===== src/rtl/core/ncdf_pkg.sv =====
// ----------------------------------------------------------------------------
// ncdf_pkg: shared constants and helpers for the normal CDF pipeline
// Fixed-point work format is Q.30 with constants rounded to that grid.
// ----------------------------------------------------------------------------
`default_nettype none
package ncdf_pkg;

  localparam int WORK_BITS = 30;
  localparam logic [30:0] W_ONE  = 31'h4000_0000;
  localparam logic [29:0] W_HALF = 30'h2000_0000;

  localparam logic [29:0] INV_SQRT2 = 30'd759250125;
  localparam logic [28:0] P_COEF    = 29'd351748265;

  // Horner coefficients, highest order first
  localparam logic signed [35:0] A5 = 36'sd1139675401;
  localparam logic signed [35:0] HORNER_C [5] = '{
    -36'sd1560310108, 36'sd1526231383, -36'sd305476044, 36'sd273621191, 36'sd0
  };

  // exp(-1,-2,-4,-8,-16) then exp(-1/2,-1/4,-1/8,-1/16), Q.30
  localparam int EXP_TAB_N = 9;
  localparam logic [30:0] EXP_TAB [EXP_TAB_N] = '{
    31'd395007542, 31'd145315154, 31'd19666268, 31'd360200, 31'd121,
    31'd651257337, 31'd836230973, 31'd947573834, 31'd1008687096
  };

  // Taylor steps k = 5..1: divide by k as multiply by ceil(2^31 / k), shift 31
  localparam logic [2:0]  TAY_K [5] = '{3'd5, 3'd4, 3'd3, 3'd2, 3'd1};
  localparam logic [31:0] TAY_M [5] = '{
    32'd429496730, 32'd536870912, 32'd715827883, 32'd1073741824, 32'd2147483648
  };

  // Pipeline depths
  localparam int FRONT_LAT = 5;
  localparam int DIV_LAT   = 31;
  localparam int EXP_LAT   = 16;
  localparam int POLY_LAT  = 10;
  localparam int E_DLY     = DIV_LAT + POLY_LAT - EXP_LAT;
  localparam int NEG_DLY   = DIV_LAT + POLY_LAT + 1;

  typedef struct packed {
    logic        neg;
    logic [31:0] den;
    logic [35:0] q;
  } front_t;

  // Unsigned Q.30 product, rounded to nearest
  function automatic logic [30:0] mul_u31(input logic [30:0] a, input logic [30:0] b);
    logic [62:0] p;
    p = 63'(a) * 63'(b) + 63'(W_HALF);
    return p[60:30];
  endfunction

endpackage
`default_nettype wire


===== src/rtl/core/ncdf_div.sv =====
// ----------------------------------------------------------------------------
// ncdf_div: pipelined reciprocal
// Restoring division t = round(2^60 / den), one quotient bit per stage.
// ----------------------------------------------------------------------------
`default_nettype none
module ncdf_div import ncdf_pkg::*; (
  input  wire logic        clk,
  input  wire logic        rst_n,
  input  wire logic        en,
  input  wire logic        in_valid,
  input  wire logic [31:0] in_den,
  output logic             out_valid,
  output logic [30:0]      out_t
);

  typedef struct packed {
    logic [31:0] den;
    logic [31:0] rem;
    logic [30:0] quo;
  } div_st_t;

  logic    v_r  [DIV_LAT];
  div_st_t st_r [DIV_LAT];

  for (genvar j = 0; j < DIV_LAT; j++) begin : g_stage
    div_st_t     src;
    logic        src_v;
    div_st_t     nxt;
    logic [32:0] trial;

    // Numerator is 2^60 + den/2: high part 2^29, low bits taken from den
    if (j == 0) begin : g_first
      assign src.den = in_den;
      assign src.rem = 32'(W_HALF);
      assign src.quo = '0;
      assign src_v   = in_valid;
    end else begin : g_next
      assign src   = st_r[j-1];
      assign src_v = v_r[j-1];
    end

    // Shift in one numerator bit, subtract when it fits
    always_comb begin
      trial   = {src.rem, src.den[DIV_LAT - j]};
      nxt.den = src.den;
      if (trial >= {1'b0, src.den}) begin
        nxt.rem = 32'(trial - {1'b0, src.den});
        nxt.quo = {src.quo[29:0], 1'b1};
      end else begin
        nxt.rem = trial[31:0];
        nxt.quo = {src.quo[29:0], 1'b0};
      end
    end

    always_ff @(posedge clk) begin
      if (!rst_n) begin
        v_r[j] <= 1'b0;
      end else if (en) begin
        v_r[j] <= src_v;
      end
    end

    always_ff @(posedge clk) begin
      if (en) begin
        st_r[j] <= nxt;
      end
    end
  end

  assign out_valid = v_r[DIV_LAT-1];
  assign out_t     = st_r[DIV_LAT-1].quo;

endmodule
`default_nettype wire


===== config.mk =====
export PLATFORM = sky130hd
export DESIGN_NAME = ncdf_div
export DESIGN_NICKNAME = d
export VERILOG_FILES = /design/src/rtl/core/ncdf_pkg.sv /design/src/rtl/core/ncdf_div.sv
export SDC_FILE = /design/constraint.sdc
export NUM_CORES = 2
export LEC_CHECK = 0
export BUFFER_PORTS_ARGS = -buffer_cell sky130_fd_sc_hd__buf_2
export CAP_MARGIN = 20
export CORE_ASPECT_RATIO = 1.4
export CORE_UTILIZATION = 60
export CTS_CLUSTER_SIZE = 10
export DETAILED_ROUTE_END_ITERATION = 16
export HOLD_SLACK_MARGIN = 0.06
export PLACE_DENSITY = 0.76
export SYNTH_ARGS = -nofsm -noshare
export SYNTH_HDL_FRONTEND = slang
export SYNTH_SLANG_ARGS = --single-unit

===== constraint.sdc =====
create_clock -name clk -period 9.9 [get_ports clk]
set_input_delay 1.485 -clock clk [delete_from_list [all_inputs] [get_ports clk]]
set_output_delay 1.485 -clock clk [all_outputs]
set_load 0.02 [all_outputs]

==> impl_metrics.tcl <==
set metrics [dict create \
    slowest_stage "a21oi_1" \
    die_w_um 402 \
    yosysSeqAreaShare 0.546 \
    fin_worst_skew_ns 0.0568 \
    yosys_register_bits 2447 \
    rsz0062_at_grt "no" \
    r2r_cells 12 \
    crit_path_max_incr_delay_ns 0.65 \
    synth-xor-area-share 0.0519 \
    grtUsageTotal 0.291 \
    num_vias 91158 \
    die_area_um2 226000 \
    hpwl_um 252000 \
    hp-class "register to register" \
    yosysTopAreaCell "edfxtp_1" \
    synthArstFlopShare 0 \
    fillers 16809 \
    pwr_density_cell_nw_per_um2 340 \
    synth_top_family_by_area "compound AO/OA/AOI/OAI gates" \
    core-area_um2 223000 \
    yosysWarnings 0 \
    synth_top_area_frac 0.546 \
    crit_fanout 50 \
    path_delay_family "compound AO/OA/AOI/OAI gates" \
    status "finished clean" \
    firstDrtPassIters 8 \
    cts_sinks 2447 \
    synth_edf_count 2446 \
    fin_area_um2 146000 \
    synth_compound_area_frac 0.143 \
    gp_congestion 0.960 \
    root_buffer "clkbuf_16" \
    gr-total-overflow 0 \
    tns_ns 0 \
    pre_cts_slack_ns 5.34 \
    critical_path_buf_inv_count 1 \
    met3_usage 0.0335 \
    synth-main-ff-cell "edfxtp_1" \
    slew_violations 0 \
    cts_resized 0 \
    busiest_layer "met2" \
    initial_core_util 0.604 \
    layout_setup_ws_ns 5.18 \
    grt_use_met2 0.541 \
    worstMarginPinSlew_ns 1.13 \
    io_pins 68 \
    antenna_found_initial 6 \
    syn_nets 12840 \
    final_nets 12958 \
    grt_pass1_wl_um 512000 \
    crit_path_end_kind "register" \
    cap_violations 0 \
    portBuffers 67 \
    die_y_um 562 \
    muxShareOfSynthArea 0.0292 \
    critPathKind "register to register" \
    min_period_ns 4.72 \
    period_share 0.476 \
    synthAdderAreaFrac 0.0938 \
    avgRoutedWirePerCell_um 22.4 \
    slew-limit-headroom 0.245 \
    drc_errors 0 \
    ant_nets 0 \
    grt_pass1_vias 90753 \
    finalSetupViolCount 0 \
    synth_area_um2 135000 \
    place_area_um2 138000 \
    syn_inst 11813 \
    routed_via_density 6.12 \
    clock.fmax_mhz 212 \
    clkLatencyLatePin_ns 0.87 \
    wl_um 334000 \
    synth_area_leaders "edfxtp_1, ha_1, a21oi_1" \
    area_growth_pct 8.39 \
    cp.depth 12 \
    cts_tree "done" \
    hold_viol_final 0 \
    avgSynthCellArea_um2 11.4 \
    cts.hold.buffers_added 0 \
    post_cts_buffers 0 \
    required_ns 10.47 \
    critical_path_arrival_ns 5.29 \
    cp-start-kind "register" \
    power.leakage_nw 59.7 \
    numCtsBuffers 291 \
    synthSimpleGateAreaFrac 0.0937 \
    clock_path_buffers 4 \
    crit_chain "inv_1 -> ha_1 -> nor2b_1 -> o21a_1 -> o21ai_0 -> a21oi_1 -> o21ai_0 -> a311oi_1 -> o311a_1 -> o2111ai_1 -> nand2_2 -> a21oi_1" \
    drive_gt1_frac 0.0712 \
    rows 205 \
    met1_usage 0.318 \
    clkSlewWorstSetupHoldPaths_ns 0.06 \
    hold_depth 0 \
    ys_types 100 \
    grt_max_degree 178 \
    drt-initial-drc-count 7189 \
    cts_max_level 5 \
    peakVddDrop_mv 0.202 \
]
cell families (layout without fill, tap and decap cells):
kind of cell    after synthesis  count (layout)
fa+ha+maj                   991             991
other cells                   0               5
xor+xnor                    797             797
flops                      2447            2447
simple gates               2676            2676
mux                         350             350
buf+inv                    1458            1641
compound gates             3094            3094
per-layer routing:
layer | vias to the layer above | wire length, um
met3 | 966 | 13300
met4 | 6 | 21400
met5 | - | 41
li1 | 43370 | -
met1 | 44109 | 123000
met2 | 2707 | 177000
metrics by stage:
stage	cells	total power, mW	hold WS, ns	util
floorplan	11813	33.8	0.400	-
global placement	14533	39.6	0.401	0.619
detailed placement	14533	40.1	0.405	0.619
CTS	14891	49.6	0.403	0.654
global route	14898	52.7	0.410	0.654
finish	14899	49.6	0.399	0.654
path summary, 6_finish.rpt:
path                startpoint            to  slack [ns]
setup / recovery  st_r[0][539]  st_r[0][603]        5.18
hold / removal    st_r[1][394]  st_r[1][490]        0.40
setup reg to reg  st_r[0][539]  st_r[0][603]        5.18
hold reg to reg   st_r[1][394]  st_r[1][490]        0.40
cell type report:
class	instances	area (um2)	area share
antenna	5	12.5	0.0000858
multi-input combinational	7908	55700	0.382
inverter	1166	4380	0.0300
clock inverter	23	171	0.00118
tap	2898	3630	0.0249
sequential	2447	73500	0.504
clock buffer	335	7620	0.0522
timing repair buffer	117	896	0.00614
sequential cells by signal, summed over array words and instances (netlist names):
register	count
st_r	2416
v_r	31
synthesized netlist by cell type (all sizes together), types with 40 or more instances:
library cell / count
edfxtp: 2446
inv: 1166
a21oi: 1007
ha: 962
nand2: 799
o21ai: 765
nor2: 753
a21o: 499
xnor2: 455
xor2: 342
mux2: 316
nand3: 222
clkbuf: 215
nor2b: 149
nand2b: 143
nand4: 136
nor3: 128
o21a: 123
and3: 114
a31oi: 101
o21bai: 84
buf: 77
a211oi: 70
o31ai: 66
o211ai: 50
and2: 44
or3: 40
worst register-to-register path: stages (launching register included):
cell and delay [ns]:
edfxtp_1 0.49, inv_1 0.08, ha_1 0.29, nor2b_1 0.13
o21a_1 0.18, o21ai_0 0.28, a21oi_1 0.14, o21ai_0 0.57
a311oi_1 0.33, o311a_1 0.43, o2111ai_1 0.21, nand2_2 0.62
a21oi_1 0.69
power breakdown:
group / leakage [nW] / total [mW] / switching [mW] / internal [mW]
Clock: 3.81 / 9.29 / 3.92 / 5.37
Sequential: 23.9 / 17.5 / 2.03 / 15.4
Combinational: 31.9 / 22.8 / 13.2 / 9.66
cells in the final DEF, fill, tap and decap left out, types with 44 or more instances in the layout:
| cell | netlist | routed |
|---|---|---|
| nand4_1 | 136 | 136 |
| clkbuf_16 | 0 | 299 |
| and2_1 | 44 | 44 |
| xor2_1 | 342 | 342 |
| o31ai_1 | 64 | 62 |
| nand2_1 | 799 | 798 |
| o21ai_0 | 733 | 733 |
| xnor2_1 | 455 | 455 |
| inv_1 | 1164 | 1164 |
| nand2b_1 | 143 | 143 |
| o21bai_1 | 84 | 84 |
| nor2_1 | 753 | 753 |
| buf_2 | 48 | 66 |
| ha_1 | 962 | 962 |
| nor2b_1 | 149 | 149 |
| edfxtp_1 | 2446 | 2446 |
| and3_1 | 114 | 114 |
| a31oi_1 | 99 | 99 |
| a211oi_1 | 66 | 66 |
| a21oi_1 | 1005 | 1004 |
| a21o_1 | 499 | 498 |
| mux2_2 | 307 | 307 |
| nand3_1 | 222 | 221 |
| o21a_1 | 122 | 122 |
| o211ai_1 | 49 | 49 |
| nor3_1 | 126 | 126 |
(Power assumes the default switching activity.)
