--- config.mk ---
export PLATFORM = sky130hd
export DESIGN_NAME = ncdf_front
export DESIGN_NICKNAME = d
export VERILOG_FILES = /design/src/rtl/core/ncdf_pkg.sv /design/src/rtl/core/ncdf_front.sv
export SDC_FILE = /design/constraint.sdc
export NUM_CORES = 2
export LEC_CHECK = 0
export BUFFER_PORTS_ARGS = -buffer_cell sky130_fd_sc_hd__buf_4
export CAP_MARGIN = 20
export CORE_ASPECT_RATIO = 1.75
export CORE_UTILIZATION = 50
export CTS_BUF_LIST = sky130_fd_sc_hd__clkbuf_8
export CTS_CLUSTER_DIAMETER = 40
export DETAILED_ROUTE_END_ITERATION = 10
export PLACE_DENSITY = 0.73
export SLEW_MARGIN = 20
export SYNTH_ARGS = -nofsm -noshare
export SYNTH_HDL_FRONTEND = slang
export SYNTH_SLANG_ARGS = --single-unit
--- constraint.sdc ---
create_clock -name clk -period 11.4 [get_ports clk]
set_clock_uncertainty 0.2 [all_clocks]
set_input_delay 1.14 -clock clk [delete_from_list [all_inputs] [get_ports clk]]
set_output_delay 1.14 -clock clk [all_outputs]
set_load 0.05 [all_outputs]
--- src/rtl/core/ncdf_pkg.sv ---
// ----------------------------------------------------------------------------
// ncdf_pkg: shared constants and helpers for the normal CDF pipeline
// Fixed-point work format is Q.30 with constants rounded to that grid.
// ----------------------------------------------------------------------------
`default_nettype none
package ncdf_pkg;

  localparam int WORK_BITS = 30;
  localparam logic [30:0] W_ONE  = 31'h4000_0000;
  localparam logic [29:0] W_HALF = 30'h2000_0000;

  localparam logic [29:0] INV_SQRT2 = 30'd759250125;
  localparam logic [28:0] P_COEF    = 29'd351748265;

  // Horner coefficients, highest order first
  localparam logic signed [35:0] A5 = 36'sd1139675401;
  localparam logic signed [35:0] HORNER_C [5] = '{
    -36'sd1560310108, 36'sd1526231383, -36'sd305476044, 36'sd273621191, 36'sd0
  };

  // exp(-1,-2,-4,-8,-16) then exp(-1/2,-1/4,-1/8,-1/16), Q.30
  localparam int EXP_TAB_N = 9;
  localparam logic [30:0] EXP_TAB [EXP_TAB_N] = '{
    31'd395007542, 31'd145315154, 31'd19666268, 31'd360200, 31'd121,
    31'd651257337, 31'd836230973, 31'd947573834, 31'd1008687096
  };

  // Taylor steps k = 5..1: divide by k as multiply by ceil(2^31 / k), shift 31
  localparam logic [2:0]  TAY_K [5] = '{3'd5, 3'd4, 3'd3, 3'd2, 3'd1};
  localparam logic [31:0] TAY_M [5] = '{
    32'd429496730, 32'd536870912, 32'd715827883, 32'd1073741824, 32'd2147483648
  };

  // Pipeline depths
  localparam int FRONT_LAT = 5;
  localparam int DIV_LAT   = 31;
  localparam int EXP_LAT   = 16;
  localparam int POLY_LAT  = 10;
  localparam int E_DLY     = DIV_LAT + POLY_LAT - EXP_LAT;
  localparam int NEG_DLY   = DIV_LAT + POLY_LAT + 1;

  typedef struct packed {
    logic        neg;
    logic [31:0] den;
    logic [35:0] q;
  } front_t;

  // Unsigned Q.30 product, rounded to nearest
  function automatic logic [30:0] mul_u31(input logic [30:0] a, input logic [30:0] b);
    logic [62:0] p;
    p = 63'(a) * 63'(b) + 63'(W_HALF);
    return p[60:30];
  endfunction

endpackage
`default_nettype wire

--- src/rtl/core/ncdf_front.sv ---
// ----------------------------------------------------------------------------
// ncdf_front: argument conditioning
// Takes |x|, scales by 1/sqrt2, forms the divisor 1 + p*s and the square s*s.
// ----------------------------------------------------------------------------
`default_nettype none
module ncdf_front import ncdf_pkg::*; #(
  parameter int FRAC_BITS = 16
) (
  input  wire logic               clk,
  input  wire logic               rst_n,
  input  wire logic               en,
  input  wire logic               in_valid,
  input  wire logic signed [19:0] x_value,
  output logic                    out_valid,
  output front_t                  out_data
);

  localparam logic [28:0] LIM = 29'(8) << FRAC_BITS;

  logic [4:0]  v_r;
  logic [4:0]  neg_r;
  logic [19:0] mag_r;
  logic [49:0] prod_r;
  logic [32:0] s_r;
  logic [61:0] sp_r;
  logic [59:0] lolo_r;
  logic [2:0]  hi_r;
  logic [29:0] lo_r;
  logic [31:0] den_r;
  logic [35:0] q_r;

  logic [19:0] raw;
  logic [19:0] mag_full;
  logic [19:0] mag_nxt;
  logic [32:0] s_nxt;
  logic [31:0] den_nxt;
  logic [35:0] q_nxt;

  // Magnitude with saturation at 8.0
  always_comb begin
    raw      = $unsigned(x_value);
    mag_full = raw[19] ? 20'(~raw + 20'd1) : raw;
    mag_nxt  = ({9'd0, mag_full} > LIM) ? 20'(LIM) : mag_full;
  end

  // Round s to Q.30, then divisor and square
  always_comb begin
    s_nxt   = 33'((51'(prod_r) + (51'(1) << (FRAC_BITS - 1))) >> FRAC_BITS);
    den_nxt = 32'(W_ONE) + 32'((63'(sp_r) + 63'(W_HALF)) >> WORK_BITS);
    q_nxt   = ((36'(hi_r) * 36'(hi_r)) << WORK_BITS)
            + ((36'(hi_r) * 36'(lo_r)) << 1)
            + 36'((61'(lolo_r) + 61'(W_HALF)) >> WORK_BITS);
  end

  // Advance valid bits
  always_ff @(posedge clk) begin
    if (!rst_n) begin
      v_r <= '0;
    end else if (en) begin
      v_r <= {v_r[3:0], in_valid};
    end
  end

  // Advance payload
  always_ff @(posedge clk) begin
    if (en) begin
      neg_r  <= {neg_r[3:0], x_value[19]};
      mag_r  <= mag_nxt;
      prod_r <= 50'(mag_r) * 50'(INV_SQRT2);
      s_r    <= s_nxt;
      sp_r   <= 62'(s_r) * 62'(P_COEF);
      lolo_r <= 60'(s_r[29:0]) * 60'(s_r[29:0]);
      hi_r   <= s_r[32:30];
      lo_r   <= s_r[29:0];
      den_r  <= den_nxt;
      q_r    <= q_nxt;
    end
  end

  assign out_valid     = v_r[4];
  assign out_data.neg  = neg_r[4];
  assign out_data.den  = den_r;
  assign out_data.q    = q_r;

endmodule
`default_nettype wire

==> flow_metrics.py <==
metrics = {
    "synthesis": {
        "mappedNetlistArea_mm2": 0.06340,
        "ys.warnings.count": 0,
        "yosys.area_share.simple_pct": 7.328,
        "syn_inst": 6184,
        "ys_ff_latch": 262,
        "avgSynthCellArea_um2": 10.25,
        "synth_async_sr_flop_share_pct": 0,
        "synth_fa_ha_area_share_pct": 59.84,
        "ys_types": 80,
        "yosysSeqAreaShare_pct": 12.33,
        "synthMuxAreaShare_pct": 0.1756,
        "synth_nets": 8489,
        "synthFlopType": "edfxtp_1",
        "synth_top_family_by_area": "adder cells",
        "synth_edf_count": 257,
        "synth-xor-area-share_pct": 4.061,
        "synth_compound_area_share_pct": 5.851,
    },
    "sta": {
        "hold_violations": 0,
        "tightest_slew_ps": 1131,
        "slew_viol_final": 0,
        "layout_min_cycle_time_ps": 9268,
        "slew_headroom_pct": 24.49,
        "fin_crit_sh_pct": 81.30,
        "tns_ps": 0,
        "rsz0062_at_grt": "no",
        "setup_viol": 0,
        "fmax_ghz": 0.1079,
    },
    "drt": {
        "viasPerCell": 5.495,
        "first_pass_iters": 5,
        "wl_um": 180800,
        "dr.first_iter.drc_count": 2292,
        "wl_per_cell_um": 22.66,
        "route.detailed.drc": 0,
        "antenna_left": 0,
        "num_vias": 43830,
    },
    "floorplan": {
        "die_h_um": 473.1,
        "start_util_pct": 50.45,
        "die_area_mm2": 0.1283,
        "num_rows": 172,
        "coreArea_mm2": 0.1257,
        "io_pins": 94,
        "die_w_um": 271.2,
    },
    "worst_setup_path": {
        "cp.required_ps": 11700,
        "reg2reg_to": "lolo_r[58]$_DFFE_PP_",
        "crit_fanout": 20,
        "r2r_slack_ps": 2130,
        "crit_arrival_ps": 9560,
        "criticalPathCategory": "register to register",
        "endpoint_kind": "register",
        "timing.rr.start": "s_r[20]$_DFFE_PP_",
        "startpoint_type": "register",
        "reg2reg_depth": 26,
    },
    "placement": {
        "place.gp.congestion": 1.004,
        "hpwl_um": 152700,
        "port_buffers": 93,
    },
    "finish": {
        "layout-drive-gt1-share_pct": 4.225,
        "nets": 8584,
        "layout_commonest_cell": "inv_1",
        "area_delta_synth_final_pct": 6.078,
        "regArea_mm2": 0.007818,
        "layout_common_cells": "inv_1, fa_1, ha_1, nand2_1, nor2_1",
        "fillers": 11210,
        "multiInputGateArea_mm2": 0.04900,
    },
    "clock_tree": {
        "cts_root_buffer": "clkbuf_8",
        "ctsResizeCount": 0,
        "clkTransAtPathRegs_ps": 60,
        "tritoncts": "done",
        "cts_inserted_buffers": 51,
        "cts_setup_buffers": 0,
        "cts_max_level": 2,
        "cts_hold_buf": 0,
        "clk_latency_ps": 750,
        "cts_max_path_buffers": 3,
        "numClockSinks": 262,
    },
    "job": {
        "drv_cap": 0,
    },
    "min_path": {
        "min_to": "neg_r[3]$_DFFE_PP_",
        "hp-start": "neg_r[2]$_DFFE_PP_",
        "holdCritPathClass": "register to register",
        "hold_depth": 0,
    },
    "global_route": {
        "grt-ovfl-total": 0,
        "grt_usage_pct": 29.34,
        "grt_pass1_wl_um": 280600,
        "grt_start_max_net_pins": 77,
        "first_global_vias": 49840,
        "antenna_found_initial": 5,
    },
    "run_status": {
        "status": "finished, final reports clean",
    },
}
-- synth_stat cells, drive strengths merged (4+ instances only) --
| library cell | instances | share of area [%] |
|---|---|---|
| a31oi | 16 | 0.23 |
| o221ai | 4 | 0.065 |
| o21bai | 28 | 0.33 |
| dfxtp | 5 | 0.16 |
| nor2 | 258 | 1.5 |
| o21ai | 87 | 0.69 |
| and3 | 34 | 0.34 |
| clkbuf | 88 | 0.52 |
| inv | 1651 | 9.8 |
| nand4 | 41 | 0.40 |
| o41ai | 4 | 0.055 |
| edfxtp | 257 | 12 |
| a21o | 103 | 1.2 |
| mux2i | 10 | 0.16 |
| o21a | 22 | 0.26 |
| a41oi | 6 | 0.095 |
| o211ai | 11 | 0.13 |
| xor2 | 94 | 1.3 |
| nor2b | 32 | 0.32 |
| a21boi | 7 | 0.083 |
| ha | 1029 | 20 |
| fa | 1252 | 40 |
| o31ai | 12 | 0.15 |
| a211o | 4 | 0.055 |
| a211oi | 16 | 0.19 |
| and4 | 12 | 0.17 |
| a21oi | 184 | 1.5 |
| xnor2 | 200 | 2.8 |
| nand2b | 22 | 0.22 |
| a2111oi | 8 | 0.21 |
| and2 | 48 | 0.47 |
| or3 | 7 | 0.069 |
| or2 | 15 | 0.15 |
| a31o | 6 | 0.083 |
| nor4 | 6 | 0.069 |
| nor3b | 5 | 0.059 |
| nand2 | 417 | 2.5 |
| nor3 | 28 | 0.22 |
| buf | 13 | 0.083 |
| o22ai | 5 | 0.049 |
| clkinv | 6 | 0.036 |
| nand3 | 91 | 0.72 |
-- layer usage --
| layer | up-vias | track usage [%] | routed length [µm] |
|---|---|---|---|
| met1 | 22010 | 27.85 | 56350 |
| li1 | 19440 | - | - |
| met4 | 2 | 26.15 | 19860 |
| met3 | 778 | 5.390 | 10660 |
| met5 | - | 0 | 12 |
| met2 | 1600 | 53.43 | 93900 |
-- critical path: stages, from the launching register on --
cell and delay [ps]:
edfxtp_1 340, buf_4 360, clkinv_1 740, nor2_1 400, inv_1 100, fa_1 480, fa_1 490, inv_1 50
fa_1 540, inv_1 60, fa_1 510, inv_1 60, fa_1 560, fa_1 450, fa_1 500, inv_1 50
fa_1 470, inv_1 60, ha_1 340, a21o_1 180, a211o_1 320, o311ai_4 530, a31oi_4 200, a311o_4 510
a31oi_4 270, o31ai_1 130, xnor2_1 140
-- layout make-up --
class | count | share of cell area (%)
diodes | 4 | 0.01488
clock buffers | 51 | 1.044
clock inverters | 42 | 0.5172
inverters | 1657 | 9.248
multi-input cells | 4164 | 72.85
flip-flops and latches | 262 | 11.62
well taps | 1653 | 3.075
repair buffers | 143 | 1.626
-- kinds of logic after synthesis --
| logic type | count (synthesis) |
|---|---|
| mux | 11 |
| flops | 262 |
| simple gates | 1025 |
| compound gates | 553 |
| buf+inv | 1758 |
| fa+ha+maj | 2281 |
| xor+xnor | 294 |
-- sequential cells by signal, summed over array words and instances (netlist names), 20 cells and up --
name    cells
lolo_r     31
den_r      32
prod_r     34
sp_r       36
lo_r       27
mag_r      20
s_r        33
q_r        36
-- how the worst max path moves through the flow --
stage / start / slack [ps] / endpoint
2_1_floorplan: s_r[15]$_DFFE_PP_ / 2890 / lolo_r[59]$_DFFE_PP_
3_5_place_dp: s_r[20]$_DFFE_PP_ / 2120 / lolo_r[58]$_DFFE_PP_
3_3_place_gp: s_r[5]$_DFFE_PP_ / 2210 / lolo_r[59]$_DFFE_PP_
5_1_grt: s_r[20]$_DFFE_PP_ / 1730 / lolo_r[58]$_DFFE_PP_
6_report: s_r[20]$_DFFE_PP_ / 2130 / lolo_r[58]$_DFFE_PP_
4_1_cts: s_r[20]$_DFFE_PP_ / 2170 / lolo_r[58]$_DFFE_PP_
-- through the flow --
| step | util (%) | hold slack (ps) | setup slack [ps] | instances | area, µm² |
|---|---|---|---|---|---|
| 6_report | 53.51 | 224.1 | 2132 | 7976 | 67250 |
| 5_1_grt | 53.51 | 248.7 | 1732 | 7973 | 67250 |
| 4_1_cts | 53.49 | 230.4 | 2173 | 7972 | 67230 |
| 3_5_place_dp | 52.66 | 206.8 | 2118 | 7879 | 66180 |
| 3_3_place_gp | 52.66 | 217.4 | 2212 | 7879 | 66180 |
| 2_1_floorplan | - | 200.3 | 2895 | 6184 | 63400 |
Power is left out: the tool's default activity adds up to more than one toggle a clock period on the data nets, which glitch-free logic cannot reach.
